## src/hw/rtl/bq_pkg.sv

```systemverilog
// Shared constants, control types and saturation helpers for the stereo biquad filter.
package bq_pkg;

  // Fixed-point formats
  localparam int SAMPLE_BITS     = 24;
  localparam int COEFF_FRAC_BITS = 28;
  localparam int COEFF_BITS      = 32;
  localparam int STATE_BITS      = 32;
  localparam int PROD_BITS       = 2 * COEFF_BITS;
  localparam int ACC_BITS        = PROD_BITS + 2;
  localparam int SHIFT_BITS      = ACC_BITS - COEFF_FRAC_BITS;
  localparam int DIFF_BITS       = SHIFT_BITS + 2;

  // Configuration register indexes
  localparam int CFG_IDX_BITS = 3;
  localparam logic [CFG_IDX_BITS-1:0] REG_A1 = 3'd0;
  localparam logic [CFG_IDX_BITS-1:0] REG_A2 = 3'd1;
  localparam logic [CFG_IDX_BITS-1:0] REG_B0 = 3'd2;
  localparam logic [CFG_IDX_BITS-1:0] REG_B1 = 3'd3;
  localparam logic [CFG_IDX_BITS-1:0] REG_B2 = 3'd4;

  // Multiplier data operand select
  localparam logic [1:0] DSEL_W1 = 2'd0;
  localparam logic [1:0] DSEL_W2 = 2'd1;
  localparam logic [1:0] DSEL_W  = 2'd2;

  // Accumulator operations
  localparam logic [1:0] ACC_HOLD = 2'd0;
  localparam logic [1:0] ACC_LOAD = 2'd1;
  localparam logic [1:0] ACC_ADD  = 2'd2;

  // Per-cycle control from the sequencer to the datapath
  typedef struct packed {
    logic [CFG_IDX_BITS-1:0] coef_sel;
    logic [1:0]              data_sel;
    logic [1:0]              acc_op;
    logic                    w_en;
    logic                    y_en;
    logic                    ch;
    logic                    last;
  } ctl_t;

  // Clamp a difference to the delay-state range
  function automatic logic signed [STATE_BITS-1:0] sat_state(
      input logic signed [DIFF_BITS-1:0] v);
    logic signed [DIFF_BITS-1:0] hi;
    logic signed [DIFF_BITS-1:0] lo;
    hi = DIFF_BITS'({1'b0, {(STATE_BITS-1){1'b1}}});
    lo = -hi - DIFF_BITS'(1);
    if (v > hi) return hi[STATE_BITS-1:0];
    else if (v < lo) return lo[STATE_BITS-1:0];
    else return v[STATE_BITS-1:0];
  endfunction

  // Clamp a scaled sum to the sample range
  function automatic logic signed [SAMPLE_BITS-1:0] sat_sample(
      input logic signed [SHIFT_BITS-1:0] v);
    logic signed [SHIFT_BITS-1:0] hi;
    logic signed [SHIFT_BITS-1:0] lo;
    hi = SHIFT_BITS'({1'b0, {(SAMPLE_BITS-1){1'b1}}});
    lo = -hi - SHIFT_BITS'(1);
    if (v > hi) return hi[SAMPLE_BITS-1:0];
    else if (v < lo) return lo[SAMPLE_BITS-1:0];
    else return v[SAMPLE_BITS-1:0];
  endfunction

endpackage

```

## src/hw/rtl/bq_in_if.sv

```systemverilog
// Input channel: one stereo sample pair with its block end mark.
interface bq_in_if;
  logic                                    valid;
  logic                                    ready;
  logic signed [bq_pkg::SAMPLE_BITS-1:0]   left_smp;
  logic signed [bq_pkg::SAMPLE_BITS-1:0]   right_smp;
  logic                                    block_end_in;

  modport source (output valid, output left_smp, output right_smp, output block_end_in,
                  input ready);
  modport sink   (input valid, input left_smp, input right_smp, input block_end_in,
                  output ready);
endinterface

```

## src/hw/rtl/bq_out_if.sv

```systemverilog
// Result channel: one filtered stereo sample pair with its block end mark.
interface bq_out_if;
  logic                                    valid;
  logic                                    ready;
  logic signed [bq_pkg::SAMPLE_BITS-1:0]   left_flt;
  logic signed [bq_pkg::SAMPLE_BITS-1:0]   right_flt;
  logic                                    block_end_out;

  modport source (output valid, output left_flt, output right_flt, output block_end_out,
                  input ready);
  modport sink   (input valid, input left_flt, input right_flt, input block_end_out,
                  output ready);
endinterface

```

## src/hw/rtl/bq_mac.sv

```systemverilog
// Shared multiply-accumulate unit: registered 32x32 product and a wide accumulator.
module bq_mac (
  input  logic                                 clk,
  input  logic signed [bq_pkg::COEFF_BITS-1:0] op_a,
  input  logic signed [bq_pkg::STATE_BITS-1:0] op_b,
  input  logic [1:0]                           acc_op,
  output logic signed [bq_pkg::ACC_BITS-1:0]   acc
);

  logic signed [bq_pkg::PROD_BITS-1:0] prod_r;
  logic signed [bq_pkg::ACC_BITS-1:0]  acc_r;

  // Register the product
  always_ff @(posedge clk) begin
    prod_r <= op_a * op_b;
  end

  // Load, add or hold the previous product
  always_ff @(posedge clk) begin
    unique case (acc_op)
      bq_pkg::ACC_LOAD: acc_r <= bq_pkg::ACC_BITS'(prod_r);
      bq_pkg::ACC_ADD:  acc_r <= acc_r + bq_pkg::ACC_BITS'(prod_r);
      default:          acc_r <= acc_r;
    endcase
  end

  assign acc = acc_r;

endmodule

```

## src/hw/rtl/bq_seq.sv

```systemverilog
// Step sequencer: walks both channels through the multiply-accumulate schedule.
module bq_seq (
  input  logic          clk,
  input  logic          rst_n,
  input  logic          start,
  input  logic          stall,
  output logic          busy,
  output bq_pkg::ctl_t  ctl
);

  localparam logic [3:0] PH_A1  = 4'd0;
  localparam logic [3:0] PH_A2  = 4'd1;
  localparam logic [3:0] PH_FA  = 4'd2;
  localparam logic [3:0] PH_W   = 4'd3;
  localparam logic [3:0] PH_B0  = 4'd4;
  localparam logic [3:0] PH_B1  = 4'd5;
  localparam logic [3:0] PH_B2  = 4'd6;
  localparam logic [3:0] PH_FB  = 4'd7;
  localparam logic [3:0] PH_Y   = 4'd8;

  logic [3:0] phase_r, phase_nxt;
  logic       ch_r, ch_nxt;
  logic       busy_r, busy_nxt;
  logic       last;

  assign last = busy_r && ch_r && (phase_r == PH_Y);

  // Advance through phases, left channel then right
  always_comb begin
    phase_nxt = phase_r;
    ch_nxt    = ch_r;
    busy_nxt  = busy_r;
    if (!busy_r) begin
      if (start) begin
        busy_nxt  = 1'b1;
        phase_nxt = PH_A1;
        ch_nxt    = 1'b0;
      end
    end else if (phase_r == PH_Y) begin
      if (!ch_r) begin
        ch_nxt    = 1'b1;
        phase_nxt = PH_A1;
      end else if (!stall) begin
        busy_nxt = 1'b0;
      end
    end else begin
      phase_nxt = phase_r + 4'd1;
    end
  end

  always_ff @(posedge clk) begin
    if (!rst_n) begin
      phase_r <= PH_A1;
      ch_r    <= 1'b0;
      busy_r  <= 1'b0;
    end else begin
      phase_r <= phase_nxt;
      ch_r    <= ch_nxt;
      busy_r  <= busy_nxt;
    end
  end

  // Decode the phase into datapath control
  always_comb begin
    ctl          = '0;
    ctl.coef_sel = bq_pkg::REG_A1;
    ctl.data_sel = bq_pkg::DSEL_W1;
    ctl.acc_op   = bq_pkg::ACC_HOLD;
    ctl.ch       = ch_r;
    ctl.last     = last;
    if (busy_r) begin
      unique case (phase_r)
        PH_A1: begin
          ctl.coef_sel = bq_pkg::REG_A1;
          ctl.data_sel = bq_pkg::DSEL_W1;
        end
        PH_A2: begin
          ctl.coef_sel = bq_pkg::REG_A2;
          ctl.data_sel = bq_pkg::DSEL_W2;
          ctl.acc_op   = bq_pkg::ACC_LOAD;
        end
        PH_FA: ctl.acc_op = bq_pkg::ACC_ADD;
        PH_W:  ctl.w_en   = 1'b1;
        PH_B0: begin
          ctl.coef_sel = bq_pkg::REG_B0;
          ctl.data_sel = bq_pkg::DSEL_W;
        end
        PH_B1: begin
          ctl.coef_sel = bq_pkg::REG_B1;
          ctl.data_sel = bq_pkg::DSEL_W1;
          ctl.acc_op   = bq_pkg::ACC_LOAD;
        end
        PH_B2: begin
          ctl.coef_sel = bq_pkg::REG_B2;
          ctl.data_sel = bq_pkg::DSEL_W2;
          ctl.acc_op   = bq_pkg::ACC_ADD;
        end
        PH_FB: ctl.acc_op = bq_pkg::ACC_ADD;
        PH_Y:  ctl.y_en   = !(ch_r && stall);
        default: ctl.acc_op = bq_pkg::ACC_HOLD;
      endcase
    end
  end

  assign busy = busy_r;

endmodule

```

## src/hw/rtl/stereo_biquad_iir_df2.sv

```systemverilog
// Stereo biquad IIR filter, direct form II, with one shared multiply-accumulate unit.
//
// Usage:
//   in_ch carries a left/right sample pair (signed 24-bit) and a block end mark.
//   out_ch returns the filtered pair, saturated to 24 bits, and the same mark.
//   cfg_wr_en/cfg_index/cfg_wdata load a1, a2, b0, b1, b2 (Q3.28, index 0..4);
//   other indexes are dropped. Write coefficients only while the block is idle.
// Timing:
//   After an input transfer the sequencer runs nine steps per channel through
//   one 32x32 multiplier and a 66-bit accumulator. The result is valid on
//   out_ch on the cycle after the last step, and in_ch.ready rises at the
//   same time; in_ch takes no new pair while the sequencer is busy.
//   The shared multiplier, used five times per channel, sets the stream rate.
// Reset:
//   Synchronous, active low. Clears the four delay registers, sets b0 to one
//   (passthrough) and the other coefficients to zero, and empties the output.
// Backpressure:
//   The output register holds a result until it is taken. A new pair may be
//   accepted meanwhile; its last step waits until the output register is free.
module stereo_biquad_iir_df2 (
  input  logic                                clk,
  input  logic                                rst_n,
  bq_in_if.sink                               in_ch,
  bq_out_if.source                            out_ch,
  input  logic                                cfg_wr_en,
  input  logic [bq_pkg::CFG_IDX_BITS-1:0]     cfg_index,
  input  logic [bq_pkg::COEFF_BITS-1:0]       cfg_wdata
);

  logic signed [bq_pkg::COEFF_BITS-1:0]  a1_r, a2_r, b0_r, b1_r, b2_r;
  logic signed [bq_pkg::STATE_BITS-1:0]  lw1_r, lw2_r, rw1_r, rw2_r, w_r;
  logic signed [bq_pkg::SAMPLE_BITS-1:0] left_r, right_r, left_y_r;
  logic                                  end_r;
  logic signed [bq_pkg::SAMPLE_BITS-1:0] out_left_r, out_right_r;
  logic                                  out_end_r;
  logic                                  out_valid_r, out_valid_nxt;

  logic                                  busy, stall, in_xfer, out_xfer, out_load;
  bq_pkg::ctl_t                          ctl;
  logic signed [bq_pkg::COEFF_BITS-1:0]  op_a;
  logic signed [bq_pkg::STATE_BITS-1:0]  op_b, w1_sel, w2_sel;
  logic signed [bq_pkg::ACC_BITS-1:0]    acc;
  logic signed [bq_pkg::SHIFT_BITS-1:0]  acc_sh;
  logic signed [bq_pkg::SAMPLE_BITS-1:0] x_sel, y_sat;
  logic signed [bq_pkg::DIFF_BITS-1:0]   w_diff;

  assign in_ch.ready = !busy;
  assign in_xfer     = in_ch.valid && !busy;
  assign out_xfer    = out_valid_r && out_ch.ready;
  assign stall       = out_valid_r && !out_ch.ready;
  assign out_load    = ctl.last && ctl.y_en;

  bq_seq u_seq (
    .clk   (clk),
    .rst_n (rst_n),
    .start (in_xfer),
    .stall (stall),
    .busy  (busy),
    .ctl   (ctl)
  );

  // Coefficient registers
  always_ff @(posedge clk) begin
    if (!rst_n) begin
      a1_r <= '0;
      a2_r <= '0;
      b0_r <= bq_pkg::COEFF_BITS'(1) << bq_pkg::COEFF_FRAC_BITS;
      b1_r <= '0;
      b2_r <= '0;
    end else if (cfg_wr_en) begin
      unique case (cfg_index)
        bq_pkg::REG_A1: a1_r <= cfg_wdata;
        bq_pkg::REG_A2: a2_r <= cfg_wdata;
        bq_pkg::REG_B0: b0_r <= cfg_wdata;
        bq_pkg::REG_B1: b1_r <= cfg_wdata;
        bq_pkg::REG_B2: b2_r <= cfg_wdata;
        default: ;
      endcase
    end
  end

  // Capture the input pair on transfer
  always_ff @(posedge clk) begin
    if (in_xfer) begin
      left_r  <= in_ch.left_smp;
      right_r <= in_ch.right_smp;
      end_r   <= in_ch.block_end_in;
    end
  end

  // Operand selection for the shared multiplier
  assign w1_sel = ctl.ch ? rw1_r : lw1_r;
  assign w2_sel = ctl.ch ? rw2_r : lw2_r;
  assign x_sel  = ctl.ch ? right_r : left_r;

  always_comb begin
    case (ctl.coef_sel)
      bq_pkg::REG_A1: op_a = a1_r;
      bq_pkg::REG_A2: op_a = a2_r;
      bq_pkg::REG_B0: op_a = b0_r;
      bq_pkg::REG_B1: op_a = b1_r;
      bq_pkg::REG_B2: op_a = b2_r;
      default:        op_a = '0;
    endcase
    case (ctl.data_sel)
      bq_pkg::DSEL_W1: op_b = w1_sel;
      bq_pkg::DSEL_W2: op_b = w2_sel;
      bq_pkg::DSEL_W:  op_b = w_r;
      default:         op_b = '0;
    endcase
  end

  bq_mac u_mac (
    .clk    (clk),
    .op_a   (op_a),
    .op_b   (op_b),
    .acc_op (ctl.acc_op),
    .acc    (acc)
  );

  // Floor-scale the sum, form w and y with saturation
  assign acc_sh = acc[bq_pkg::ACC_BITS-1:bq_pkg::COEFF_FRAC_BITS];
  assign w_diff = bq_pkg::DIFF_BITS'(x_sel) - bq_pkg::DIFF_BITS'(acc_sh);
  assign y_sat  = bq_pkg::sat_sample(acc_sh);

  always_ff @(posedge clk) begin
    if (ctl.w_en) begin
      w_r <= bq_pkg::sat_state(w_diff);
    end
    if (ctl.y_en && !ctl.ch) begin
      left_y_r <= y_sat;
    end
  end

  // Shift the delay line of the finished channel
  always_ff @(posedge clk) begin
    if (!rst_n) begin
      lw1_r <= '0;
      lw2_r <= '0;
      rw1_r <= '0;
      rw2_r <= '0;
    end else if (ctl.y_en) begin
      if (ctl.ch) begin
        rw2_r <= rw1_r;
        rw1_r <= w_r;
      end else begin
        lw2_r <= lw1_r;
        lw1_r <= w_r;
      end
    end
  end

  // Output register: load on the final step, drop on transfer
  always_comb begin
    out_valid_nxt = out_valid_r;
    if (out_load) out_valid_nxt = 1'b1;
    else if (out_xfer) out_valid_nxt = 1'b0;
  end

  always_ff @(posedge clk) begin
    if (!rst_n) begin
      out_valid_r <= 1'b0;
    end else begin
      out_valid_r <= out_valid_nxt;
    end
  end

  always_ff @(posedge clk) begin
    if (out_load) begin
      out_left_r  <= left_y_r;
      out_right_r <= y_sat;
      out_end_r   <= end_r;
    end
  end

  assign out_ch.valid         = out_valid_r;
  assign out_ch.left_flt      = out_left_r;
  assign out_ch.right_flt     = out_right_r;
  assign out_ch.block_end_out = out_end_r;

endmodule

```

## src/flat_wrapper.sv

```systemverilog
// flat-port wrapper written by rule: the top's interface ports become plain ports
module stereo_biquad_iir_df2_flat 
  (clk, rst_n, cfg_wr_en, cfg_index, cfg_wdata, in_ch_valid, in_ch_left_smp, in_ch_right_smp, in_ch_block_end_in, in_ch_ready, out_ch_valid, out_ch_left_flt, out_ch_right_flt, out_ch_block_end_out, out_ch_ready);
  bq_in_if in_ch_i ();
  bq_out_if out_ch_i ();
  input  logic clk;
  input  logic rst_n;
  input  logic cfg_wr_en;
  input  logic [bq_pkg::CFG_IDX_BITS-1:0] cfg_index;
  input  logic [bq_pkg::COEFF_BITS-1:0] cfg_wdata;
  input wire logic [$bits(in_ch_i.valid)-1:0] in_ch_valid;
  input wire logic [$bits(in_ch_i.left_smp)-1:0] in_ch_left_smp;
  input wire logic [$bits(in_ch_i.right_smp)-1:0] in_ch_right_smp;
  input wire logic [$bits(in_ch_i.block_end_in)-1:0] in_ch_block_end_in;
  output wire logic [$bits(in_ch_i.ready)-1:0] in_ch_ready;
  output wire logic [$bits(out_ch_i.valid)-1:0] out_ch_valid;
  output wire logic [$bits(out_ch_i.left_flt)-1:0] out_ch_left_flt;
  output wire logic [$bits(out_ch_i.right_flt)-1:0] out_ch_right_flt;
  output wire logic [$bits(out_ch_i.block_end_out)-1:0] out_ch_block_end_out;
  input wire logic [$bits(out_ch_i.ready)-1:0] out_ch_ready;
  assign in_ch_i.valid = in_ch_valid;
  assign in_ch_i.left_smp = in_ch_left_smp;
  assign in_ch_i.right_smp = in_ch_right_smp;
  assign in_ch_i.block_end_in = in_ch_block_end_in;
  assign in_ch_ready = in_ch_i.ready;
  assign out_ch_valid = out_ch_i.valid;
  assign out_ch_left_flt = out_ch_i.left_flt;
  assign out_ch_right_flt = out_ch_i.right_flt;
  assign out_ch_block_end_out = out_ch_i.block_end_out;
  assign out_ch_i.ready = out_ch_ready;
  stereo_biquad_iir_df2 u_core (.clk(clk), .rst_n(rst_n), .in_ch(in_ch_i), .out_ch(out_ch_i), .cfg_wr_en(cfg_wr_en), .cfg_index(cfg_index), .cfg_wdata(cfg_wdata));
endmodule
```

## config.mk

```make
export PLATFORM = sky130hd
export DESIGN_NAME = stereo_biquad_iir_df2_flat
export DESIGN_NICKNAME = d
export VERILOG_FILES = /design/src/hw/rtl/bq_pkg.sv /design/src/hw/rtl/bq_in_if.sv /design/src/hw/rtl/bq_out_if.sv /design/src/hw/rtl/bq_mac.sv /design/src/hw/rtl/bq_seq.sv /design/src/hw/rtl/stereo_biquad_iir_df2.sv /design/src/flat_wrapper.sv
export SDC_FILE = /design/constraint.sdc
export NUM_CORES = 2
export LEC_CHECK = 0
export ABC_AREA = 1
export BUFFER_PORTS_ARGS = -buffer_cell sky130_fd_sc_hd__buf_2
export CORE_AREA = 2 2 410 412
export CTS_BUF_LIST = sky130_fd_sc_hd__clkbuf_2
export CTS_CLUSTER_DIAMETER = 50
export DETAILED_ROUTE_END_ITERATION = 7
export DIE_AREA = 0 0 412 414
export GPL_ROUTABILITY_DRIVEN = 0
export SKIP_CTS_REPAIR_TIMING = 1
export SYNTH_ARGS = -nofsm -noshare
export SYNTH_HDL_FRONTEND = slang
export SYNTH_SLANG_ARGS = --single-unit
```

## constraint.sdc

```tcl
create_clock -name clk -period 22.9 [get_ports clk]
set_input_delay 4.58 -clock clk [delete_from_list [all_inputs] [get_ports clk]]
set_output_delay 4.58 -clock clk [all_outputs]
set_load 0.01 [all_outputs]
```

After elaboration in Yosys (flattened, before gate mapping):

Index checks and enable logic that the tools add are counted.

* register bits: 579
* input bits: 89
* output and inout bits: 51
* word-level logic and storage cells: 111

* add/sub/neg operators: 3
* multipliers: 1
* $lt $le $gt $ge: 4
* equal/unequal tests: 22
* muxes and demuxes: 28
* bitwise gates (word level): 1
* reduce and logical (&&, ||, !) cells: 29

Operator list (count)
* $pmux W32 S5: 1
* $pmux W66 S2: 1
* $mux W32: 3
* $pmux W32 S3: 1
* $mux W24: 3
* $add A66 B64 Y66: 1
* $mul A32 B32 Y64: 1
* $gt A40 B32 Y1 const B: 1
* $lt A40 B32 Y1 const B: 1
* $sub A24 B38 Y39: 1
* $gt A38 B24 Y1 const B: 1
* $lt A38 B24 Y1 const B: 1
* $pmux W5 S4: 1
* $reduce_and A2 Y1: 9
* $eq A4 B3 Y1 const B: 4
* $mux W4: 4
* $eq A3 B2 Y1 const B: 4
* $mux W1: 12
* $mux W9: 1
* $eq A4 B2 Y1 const B: 2
* $logic_and A1 B1 Y1: 8
* $eq A3 B1 Y1 const B: 2
* $eq A3 B3 Y1 const B: 2
* $logic_not A3 Y1: 2
* other kinds (14): 21

Logic depth before layout (Yosys ltp):

* word-level depth: 9
* gate-level depth with buffers: 50
* depth with buffers taken out: 48

Cells and area by module:

Synthesis repeated with hierarchy kept, for this count alone.

* cells, all modules: 8821
* area total of the unflattened synthesis: 68062.8 um2

By module, submodules not included
* bq_mac: instances 1, cells each 6190, area each 47377.9 um2
* stereo_biquad_iir_df2: instances 1, cells each 2559, area each 20229.4 um2
* bq_seq: instances 1, cells each 72, area each 455.4 um2

Worst setup path after synthesis:

OpenSTA, ideal clock, no wires.

* kind: register to register
* start point: register u_core.u_seq.phase_r[1]
* end point: register u_core.u_mac.prod_r[62] (netlist name)
* arrival time: 8.485 ns
* data required time: 22.779 ns
* slack: 14.294 ns
* stages on the path, launching flop included: 40
* clock period less this slack: 8.606 ns
* path through: dfxtp_1 > inv_1 > ha_1 > inv_1 > nor4_1 > nor2_2 > nand2_2 > inv_4 > nor2_8 > nand2_2 > inv_2 > buf_6 > buf_6 > nand2_1 > nand3_2 > buf_4 > inv_2 > nor2_1 > [4 not listed] > fa_1 > inv_1 > fa_1 > inv_1 > fa_1 > fa_1 > fa_1 > inv_1 > ha_1 > a21oi_1 > inv_1 > a31oi_1 > o21ai_0 > a31oi_1 > o21ai_0 > a21oi_1 > nand2_1 > xor2_1

* longest elaborated chain between the ends: 6
* elaborated cells on any way between the ends: 17

Ends and longest elaborated chain
* start, declared: RTL line bq_seq.sv:21 `logic [3:0] phase_r, phase_nxt;`
* start signal, assigned: RTL line bq_seq.sv:57 `phase_r <= phase_nxt;`
* $eq A4 B3 Y1 or $eq A4 B1 Y1 (tied branches): RTL line bq_seq.sv:72 `unique case (phase_r)`
* $pmux W5 S4 (*): RTL line bq_seq.sv:72
* $mux W9 (*): RTL line bq_seq.sv:71 `if (busy_r) begin`
* $eq A3 B3 Y1 (tied with other cells): RTL line stereo_biquad_iir_df2.sv:97 `case (ctl.coef_sel)`
* $pmux W32 S5 or $pmux W32 S3 (tied branches): RTL line stereo_biquad_iir_df2.sv:97, stereo_biquad_iir_df2.sv:105
* $mul A32 B32 Y64 (*): RTL line bq_mac.sv:15 `prod_r <= op_a * op_b;`
* end signal, assigned: RTL line bq_mac.sv:15
* end, declared: RTL line bq_mac.sv:10 `logic signed [bq_pkg::PROD_BITS-1:0] prod_r;`

Every way passes the cells marked *; elsewhere a longest branch is shown, timed or not.
A chain may end at the register's enable or synchronous reset.

Final worst setup path:

* start point: register u_core.u_seq.busy_r, in the netlist u_core.u_seq.busy
* end point: register u_core.u_mac.prod_r[51] (netlist name)

* longest elaborated chain between the ends: 4
* elaborated cells on any way between the ends: 12

Ends and longest elaborated chain
* start, declared: RTL line bq_seq.sv:23 `logic busy_r, busy_nxt;`
* start signal, assigned: RTL line bq_seq.sv:59 `busy_r <= busy_nxt;`
* $mux W9 (*): RTL line bq_seq.sv:71
* $eq A3 B3 Y1 (tied with other cells): RTL line stereo_biquad_iir_df2.sv:97
* $pmux W32 S5 or $pmux W32 S3 (tied branches): RTL line stereo_biquad_iir_df2.sv:97, stereo_biquad_iir_df2.sv:105
* $mul A32 B32 Y64 (*): RTL line bq_mac.sv:15

Marks and branches as above.

==> flow_summary.ini <==
[power]
p_switching_mw = 0.636
power_mw = 2.08
p_per_area_nw_per_um2 = 29.8
clockPowerShare_pct = 36.3
intPower_mw = 1.44
switching_share_pct = 30.6
p_comb_share_pct = 11.0
ir_drop_mv = 0.0463
leakage_nw = 32.2
pwr-share-seq_pct = 52.7

[layout]
nets = 9612
largest_reg_flops = 66
drive_gt1_share_pct = 7.59
syn2layout_area_growth_pct = 5.86
mostFrequentLayoutCell = inv_1
final_cell_mix = inv_1 (1,528), nand2_1 (1,488), nor2_1 (1,188)

[timing]
final_hold_viol_count = 0
fmax_mhz = 92.5
fin_crit_sh_pct = 47.2
relSlewSlack_pct = 19.1
slew_violations = 0
setup_viol = 0
clock-skew-final_ps = 124
tns_ps = 0
post-route-min-period_ps = 10810
rsz0062_at_grt = no
worstMarginPinSlew_ps = 1210

[synthesis]
synth_edf_count = 220
syn_inst = 8097
syn-num-nets = 9562
synthesis.area_um2 = 66000
seq_area_frac_synth_pct = 20.9
ys_seq_elements = 579
avgSynthCellArea_um2 = 8.15
ys_async_sr_fraction_pct = 0
ys.flop_type = dfxtp_1
ys_types = 57
yosysWarnings = 0

[worst_setup_path]
critPathKind = register to register
crit_family = adder cells
worstSetupStartpointType = register
cp_max_fo = 33
required_ps = 24290
end_kind = register
crit_slowest_cell = fa_1
crit_buf_inv = 11
cp.arrival_ps = 12200
worst_path_largest_cell_delay_ps = 1050
cpMostUsedCell = fa_1

[clock_tree]
path_clk_slew_ps = 100
cts_buffers = 153
clockBufferDepth = 3
ctsRootBufferMaster = clkbuf_2
clkLatencyLatePin_ps = 1540
htree_num_levels = 4
cts_tree = built
clock-sinks = 579

[global_route]
grt_pass1_vias = 55605
grt.overflow.total = 0
grt_pass1_wl_mm = 336
grt.total_usage_pct = 25.8
grt_max_degree = 163
antenna_found_initial = 6

[job]
drv_cap = 0

[detailed_routing]
vias = 54861
avgViaCountPerCell = 5.24
drc = 0
drtAntennaViolNets = 0
drt-initial-drc-count = 5553
drt-wirelength-per-cell_um = 20.7
routed_wl_mm = 217
dr.pass1.iters = 6

[floorplan]
die-area_um2 = 171000
core_um2 = 166000
initial_core_util_pct = 39.7
die_h_um = 414
io-pin-count = 140
die_w_um = 412
rows = 150

[worst_hold_path]
hold_class = register to register

[outcome]
status = complete, no violations

[placement]
hpwlAfterDp_mm = 167
port_buffers = 139
==> Yosys cell counts (21+ instances only) <==
cell type / count / area, µm²
inv_2: 54 / 203
buf_2: 103 / 515
o22ai_1: 21 / 131
nand2_1: 1488 / 5590
edfxtp_1: 220 / 6610
a31oi_1: 35 / 219
inv_1: 1532 / 5750
nor2_2: 34 / 213
nand4_1: 34 / 213
nand3_1: 136 / 681
ha_1: 292 / 3650
buf_6: 22 / 248
o21bai_1: 25 / 188
nor2_1: 1197 / 4490
o21ai_0: 492 / 2460
a21oi_1: 396 / 1980
fa_1: 1084 / 21700
xor2_1: 67 / 587
dfxtp_1: 359 / 7190
xnor2_1: 62 / 543
clkbuf_1: 132 / 495
a221oi_1: 21 / 184
nor3_1: 32 / 160
buf_4: 53 / 398
==> layout make-up <==
| class | count | area, µm² |
|---|---|---|
| antenna | 9 | 22.5 |
| clock buffer | 223 | 1120 |
| clock inverter | 43 | 285 |
| fill | 16894 | 96400 |
| inverter | 1591 | 5980 |
| multi-input combinational | 5609 | 44700 |
| sequential | 579 | 13800 |
| tap | 2204 | 2760 |
| timing repair buffer | 213 | 1260 |
==> cell families after synthesis <==
group | Yosys count | synth area share [%]
buffers and inverters | 1909 | 11.6
adders and majority gates | 1376 | 38.4
xor gates and xnor gates | 129 | 1.71
DFF | 579 | 20.9
AOI/OAI and AO/OA | 1079 | 8.89
and+or+nand+nor | 3024 | 18.5
muxes | 1 | 0.0152
==> path summary, 6_finish.rpt <==
kind / from / endpoint / slack (ps) / cells past startpoint
setup / recovery: u_core.u_seq.busy / u_core.u_mac.prod_r[51] / 12090 / 36
hold reg to reg: u_core.left_y_r[9] / u_core.out_ch.left_flt[9] / 380 / 0
setup reg to reg: u_core.u_seq.busy / u_core.u_mac.prod_r[51] / 12090 / 36
hold / removal: u_core.left_y_r[9] / u_core.out_ch.left_flt[9] / 380 / 0
==> worst reg2reg max path, delay by kind of cell, from the launching register on <==
kind                     cells  cell delay (ps)
buffers and inverters       11             2070
XOR/XNOR                     1              280
AND/OR/NAND/NOR             12             2090
AO/OA/AOI/OAI                3              810
flip-flops                   1              450
adder cells (fa/ha/maj)      9             5010
==> power groups by stage <==
stage / registers [mW] / clock network (mW) / logic, mW
after floorplan: 1.12 / 0 / 0.140
after global placement: 1.12 / 0 / 0.220
after detailed placement: 1.12 / 0 / 0.222
after CTS: 1.10 / 0.785 / 0.223
after global routing: 1.10 / 0.832 / 0.248
final: 1.10 / 0.754 / 0.229
==> through the flow <==
stage	cell area (µm²)	cells	setup slack, ps	hold slack (ps)	util, %
3_3_place_gp	68500	10196	12410	402	41.2
4_1_cts	69900	10462	12230	383	42.0
3_5_place_dp	68500	10196	12260	405	41.2
2_1_floorplan	66000	8097	14290	400	-
6_report	69900	10471	12090	381	42.0
5_1_grt	69900	10469	11550	374	42.0
==> routing by layer <==
layer	wire, µm	share of wire (%)	GRT usage (%)
met4	9430	4.3	9.95
met5	9	0.0041	0
met1	90800	42	35.7
met3	20500	9.5	5.39
met2	96200	44	39.6
Power figures use the tool's default switching activity.
